--- src/rtl/cbf_pkg.sv ---
package cbf_pkg;

  localparam int DEF_MAX_CELLS = 4096;
  localparam int DEF_COUNTER_BITS = 4;
  localparam int DEF_NUM_HASHES = 4;
  localparam int DIGEST_FIELDS = 4;
  localparam int DIGEST_W = 64;
  localparam int CELLS_CFG_W = 13;
  localparam int HASHES_CFG_W = 3;
  localparam int CFG_DATA_W = 16;

  typedef enum logic [1:0] {
    ACT_ADD   = 2'd0,
    ACT_DEC   = 2'd1,
    ACT_COUNT = 2'd2,
    ACT_CLEAR = 2'd3
  } action_t;

  localparam logic REG_CELLS = 1'b0;
  localparam logic REG_HASHES = 1'b1;

endpackage

--- src/rtl/cbf_mod_lane.sv ---
module cbf_mod_lane import cbf_pkg::*; #(
  parameter int MAX_CELLS = DEF_MAX_CELLS
) (
  input  logic                         clk,
  input  logic                         start,
  input  logic [DIGEST_W-1:0]          digest,
  input  logic [$clog2(MAX_CELLS):0]   cells,
  output logic                         busy,
  output logic [$clog2(MAX_CELLS)-1:0] addr
);

  localparam int CW = $clog2(MAX_CELLS) + 1;
  localparam int STEPS_PER = 4;
  localparam int CNT_W = $clog2(DIGEST_W / STEPS_PER + 1);

  logic [DIGEST_W-1:0] shreg;
  logic [CW:0]         rem;
  logic [CNT_W-1:0]    cnt;
  logic [CW:0]         r_next;
  logic [DIGEST_W-1:0] s_next;

  always_comb begin
    logic [CW:0] t;
    r_next = rem;
    s_next = shreg;
    for (int k = 0; k < STEPS_PER; k++) begin
      t = {r_next[CW-1:0], s_next[DIGEST_W-1]};
      s_next = {s_next[DIGEST_W-2:0], 1'b0};
      if (t >= {1'b0, cells}) begin
        t = t - {1'b0, cells};
      end
      r_next = t;
    end
  end

  always_ff @(posedge clk) begin
    if (start) begin
      shreg <= digest;
      rem <= '0;
      cnt <= CNT_W'(DIGEST_W / STEPS_PER);
    end else if (cnt != '0) begin
      shreg <= s_next;
      rem <= r_next;
      cnt <= cnt - 1'b1;
    end
  end

  assign busy = (cnt != '0);
  assign addr = rem[CW-2:0];

endmodule

--- config.mk ---
export PLATFORM = sky130hd
export DESIGN_NAME = cbf_mod_lane
export DESIGN_NICKNAME = d
export VERILOG_FILES = /design/src/rtl/cbf_pkg.sv /design/src/rtl/cbf_mod_lane.sv
export SDC_FILE = /design/constraint.sdc
export NUM_CORES = 1
export LEC_CHECK = 0
export BUFFER_PORTS_ARGS = -buffer_cell sky130_fd_sc_hd__buf_2
export CORE_UTILIZATION = 54
export CTS_BUF_LIST = sky130_fd_sc_hd__clkbuf_2
export DETAILED_ROUTE_END_ITERATION = 8
export HOLD_SLACK_MARGIN = 0.05
export PLACE_DENSITY = 0.79
export SYNTH_ARGS = -nofsm -noshare
export SYNTH_HDL_FRONTEND = slang
export SYNTH_SLANG_ARGS = --single-unit
--- constraint.sdc ---
create_clock -name clk -period 9.2 [get_ports clk]
set_clock_uncertainty 0.05 [all_clocks]
set_input_delay 1.84 -clock clk [delete_from_list [all_inputs] [get_ports clk]]
set_output_delay 1.84 -clock clk [all_outputs]
set_load 0.05 [all_outputs]
---- Word-level counts from Yosys, hierarchy flattened ----
Index checks and enable logic that the tools add are counted.
operators by class
  shifts and indexed selects .............. 0
  mux-type cells .......................... 6
  $add $sub $neg .......................... 5
  multiply operators ...................... 0
  reduce and logical (&&, ||, !) cells .... 2
  equality and inequality tests ........... 0
  div/mod/pow operators ................... 0
  bitwise gates (word level) .............. 0
  order comparisons ....................... 4
operators with widths
  kind                                              count
  2-to-1 mux 64 bit                                 2
  greater-or-equal comparator 14 x 13 -> 1 bit      4
  2-to-1 mux 13 bit                                 4
  subtractor 13 bit                                 4
  nonzero test 5 bit                                1
  subtractor 5 x 1 -> 5 bit, second input constant  1
  nonzero test 2 bit                                1
word-level totals
  logic and storage cells ................. 20
  memories kept ........................... 0
  output and inout bits ................... 13
  bits in latches ......................... 0
  input bits .............................. 79
  bits in registers ....................... 82
  memory bits (writable) .................. 0
  ROM bits ................................ 0

---- Depth between registers and ports, before layout ----
  depth in word-level cells ............... 8
  mapped depth ............................ 42
  depth with buffers taken out ............ 40

---- Least setup slack after synthesis ----
OpenSTA, ideal clock, no wires.
  path type ............................... input port to flip-flop
  from .................................... input cells[0]
  to ...................................... register rem[5]
  data required time ...................... 9.028 ns
  path buffers ............................ 4
  setup time .............................. 0.122 ns
  stages .................................. 40
  setup slack ............................. -0.728 ns
  data arrival time ....................... 9.756 ns
  path through ............................ ha_1 -> fa_1 -> nor2b_1 -> o2111ai_2 -> a31oi_1 -> o21a_1 -> buf_6 -> mux2i_1 -> inv_1 -> ha_1 -> nand2_1 -> o21ai_0 -> nor3_1 -> a211oi_1 -> a21oi_1 -> nand2_1 -> clkbuf_1 -> o21a_1 -> (+4 left out) -> nor3_1 -> o21ai_0 -> nand4bb_4 -> buf_6 -> and2_4 -> buf_6 -> a21o_1 -> inv_1 -> ha_1 -> nor2b_1 -> o21ai_0 -> a21oi_1 -> o211ai_1 -> a41oi_1 -> o21ai_0 -> o211a_1 -> a21oi_1 -> a221o_1
on the way
  cells in the longest elaborated chain, start to end .. 8
  elaborated cells on any way between the ends .. 12
  those cells by class .................... add/sub (4); order compare (4); mux (4)
RTL lines
  element                                                                                   RTL line                                source
  start: declaration                                                                        cbf_mod_lane.sv:7                       input logic [$clog2(MAX_CELLS):0] cells,
  subtractor 13 bit / greater-or-equal comparator 14 x 13 -> 1 bit (equally long branches)  cbf_mod_lane.sv:30, cbf_mod_lane.sv:29
  2-to-1 mux 13 bit                                                                         cbf_mod_lane.sv:29                      if (t >= {1'b0, cells}) begin
  subtractor 13 bit / greater-or-equal comparator 14 x 13 -> 1 bit (equally long branches)  cbf_mod_lane.sv:30, cbf_mod_lane.sv:29
  2-to-1 mux 13 bit                                                                         cbf_mod_lane.sv:29
  subtractor 13 bit / greater-or-equal comparator 14 x 13 -> 1 bit (equally long branches)  cbf_mod_lane.sv:30, cbf_mod_lane.sv:29
  2-to-1 mux 13 bit                                                                         cbf_mod_lane.sv:29
  subtractor 13 bit / greater-or-equal comparator 14 x 13 -> 1 bit (equally long branches)  cbf_mod_lane.sv:30, cbf_mod_lane.sv:29
  2-to-1 mux 13 bit *                                                                       cbf_mod_lane.sv:29
  end signal: assignment                                                                    cbf_mod_lane.sv:43                      rem <= r_next;
  end: declaration                                                                          cbf_mod_lane.sv:17                      logic [CW:0] rem;
Every way passes the cells marked *; elsewhere a longest branch is shown, timed or not.
A chain may end at the register's enable or synchronous reset.

---- Worst setup path in the final report ----
  from .................................... input cells[0]
  to ...................................... register rem[3]
The elaborated chain is that of the path after synthesis.

==> metrics.txt <==
CTS Buffer Depth=2; Crit path required time=9670 ps; clock-pin slew on the worst setup and hold paths=230 ps; Area growth, synth to finish=31.92%; Achievable Freq=112.4 MHz; H-tree lvl count=3; worst slack, placed=-618.1 ps; CTS tree=yes; Worst path max stage delay=between 400 and 500 ps; setup ws final=299.5 ps; Primary FF master, synth=edfxtp_1; number of enable flip-flop cells after synthesis=64; final instance area=0.008615 mm^2; Seq/Total Area, Yosys=34.95%; Die H=around 110 um; IO Pins=just over 90; CTS sink cnt=82; grt peak-use layer=met2; routability congestion estimate=1.008; input/output buffers=91; largest net degree at the start of global routing=a little over 70; crit path kind=primary input to register; commonest non-fill, non-tap cell in the layout=buf_4; measured slew at the worst slew-check pin=826.3 ps; Fin. Hold Viols=0; Nets=about 1000; area occupied by multi-input gates=about 0.0042 mm^2; first-pass GRT wire length=29930 um; Yosys top cell by area=edfxtp_1; die width=around 110 um; clock root cell=clkbuf_2; number of antenna diodes=0; vias in the first global route=slightly above 6000; Filler cells=885; share of layout cells above drive strength 1=roughly 44%; # setup viols final=0; Worst Hold Class=register to register; Layout Utilization=74.18%; total number of vias=6056; CP max-delay cell=fa_2; FFs w/ async S/R, synth=0%; wire per inst=18.35 um; met3 usage=under 10%; Initial DRC Count=between 300 and 400; post-route ant nets=0; latest clock arrival within the worst-skew pair=550 ps; crit share post-route=96.74%; met2 GRT Util=49.69%; GRT met1 Usage=40.57%; Placed Area=0.008244 mm^2; startpoint types=primary input; most frequent cells in the layout=buf_4, buf_2, mux2_2; initial antenna violation count=0; Yosys cell types=65; crit path time final=about 9000 ps; fin. max-slew vios=0; Synth Cell Area=approximately 0.0065 mm^2; Synth Net Count=between 700 and 800; Starting Density=a little under three fifths; total core area=0.01161 mm^2; status=complete, but fails checks; Routed WL=19050 um; Reg area=between 0.002 and 0.0025 mm^2; Syn Inst Count=653; DRC=2; Critical Path End Type=register; Synth top area share=29.43%; Max-Cap Viols=0; global-route usage over all layers=30.39%; die footprint=0.01254 mm^2; failing checks=design-rule violations; FF+latch count, synth=82; top cells by area, synth=edfxtp_1, mux2_2, ha_1; hold_buf cts=0; routed vias/inst=5.834; Yosys warnings=0; HPWL after DPL=15110 um; grt total ovfl=0; syn avg cell area=10.00 um^2; Pre-antenna DRT Iters=7; CP Data Arrival Time=9370 ps; Slew HR=44.71%; CP max FO=6; CTS buffer count=9; # rows=39
## Yosys cell counts, drive strengths merged, types with 2 or more instances
master    n
mux2     66
edfxtp   64
ha       53
inv      46
a21oi    39
nand2    37
nor2     36
o21ai    33
xnor2    33
o211ai   19
dfxtp    18
buf      17
nor3     16
nand3    14
nand2b   12
nor2b    12
a211oi   11
clkbuf   11
mux2i    11
nand4     9
a21o      8
and2      8
o21a      7
a31oi     6
o22ai     6
xor2      6
or3       5
fa        4
o21bai    4
or2       4
a211o     3
a221o     3
and4      3
o221ai    3
a2111o    2
a21boi    2
a41oi     2
and3      2
o2111ai   2
o211a     2
o31a      2
o31ai     2
## through the flow
stage	std cells	hold WS (ps)	setup TNS (ps)
floorplan	653	377.2	0
global placement	1013	383.3	-4137
detailed placement	1013	399.0	-6882
CTS	1029	445.4	0
global route	1038	474.2	-274.0
finish	1038	453.4	0
## path summary, 6_finish.rpt
path / from / to / slack [ps] / cells after the start
worst min-delay path: cnt[4]$_SDFFE_PP1P_ / cnt[4]$_SDFFE_PP1P_ / 450 / 1
worst max register to register: shreg[63]$_DFFE_PP_ / rem[3]$_SDFFE_PP0P_ / 1230 / 39
worst max-delay path: cells[0] / rem[3]$_SDFFE_PP0P_ / 300 / 39
worst min register to register: cnt[4]$_SDFFE_PP1P_ / cnt[4]$_SDFFE_PP1P_ / 450 / 1
## metal layers
layer  vias up  wire length [um]
met2       217              8784
met5         -                 0
li1       2909                 -
met1      2884              8422
met3        46              1185
met4         0               654
## cell families after synthesis
group | synth area share [%]
AOI/OAI and AO/OA | 17.07
and+or+nand+nor | 12.80
DFF | 34.95
muxes | 13.26
buffers and inverters | 5.307
adders and majority gates | 11.38
xor gates and xnor gates | 5.231
## critical path: cells and delay by family
family                   cells  cell delay, ps
buffers and inverters        6             690
adder cells (fa/ha/maj)      5            1730
multiplexers                 2             560
AO/OA/AOI/OAI               17            3020
AND/OR/NAND/NOR              9            1500
## flip-flops by register name (all words and copies together), names as in the netlist
register  count
cnt           5
rem          13
shreg        64
## repair_timing
item,in CTS,in global routing
setup endpoints to repair,2,13
setup buffers,0,8
pin swaps,0,18
gates cloned,0,1
resized for setup,2,41
## cell type report
| class | instances | area share (%) |
|---|---|---|
| clock inverter | 6 | 0.7698 |
| timing repair buffer | 253 | 19.45 |
| sequential | 82 | 26.49 |
| tap | 143 | 2.077 |
| inverter | 46 | 2.048 |
| clock buffer | 10 | 0.5810 |
| multi-input combinational | 498 | 48.58 |
Power is left out: the tool's default activity adds up to more than one toggle a clock period on the data nets, which glitch-free logic cannot reach.
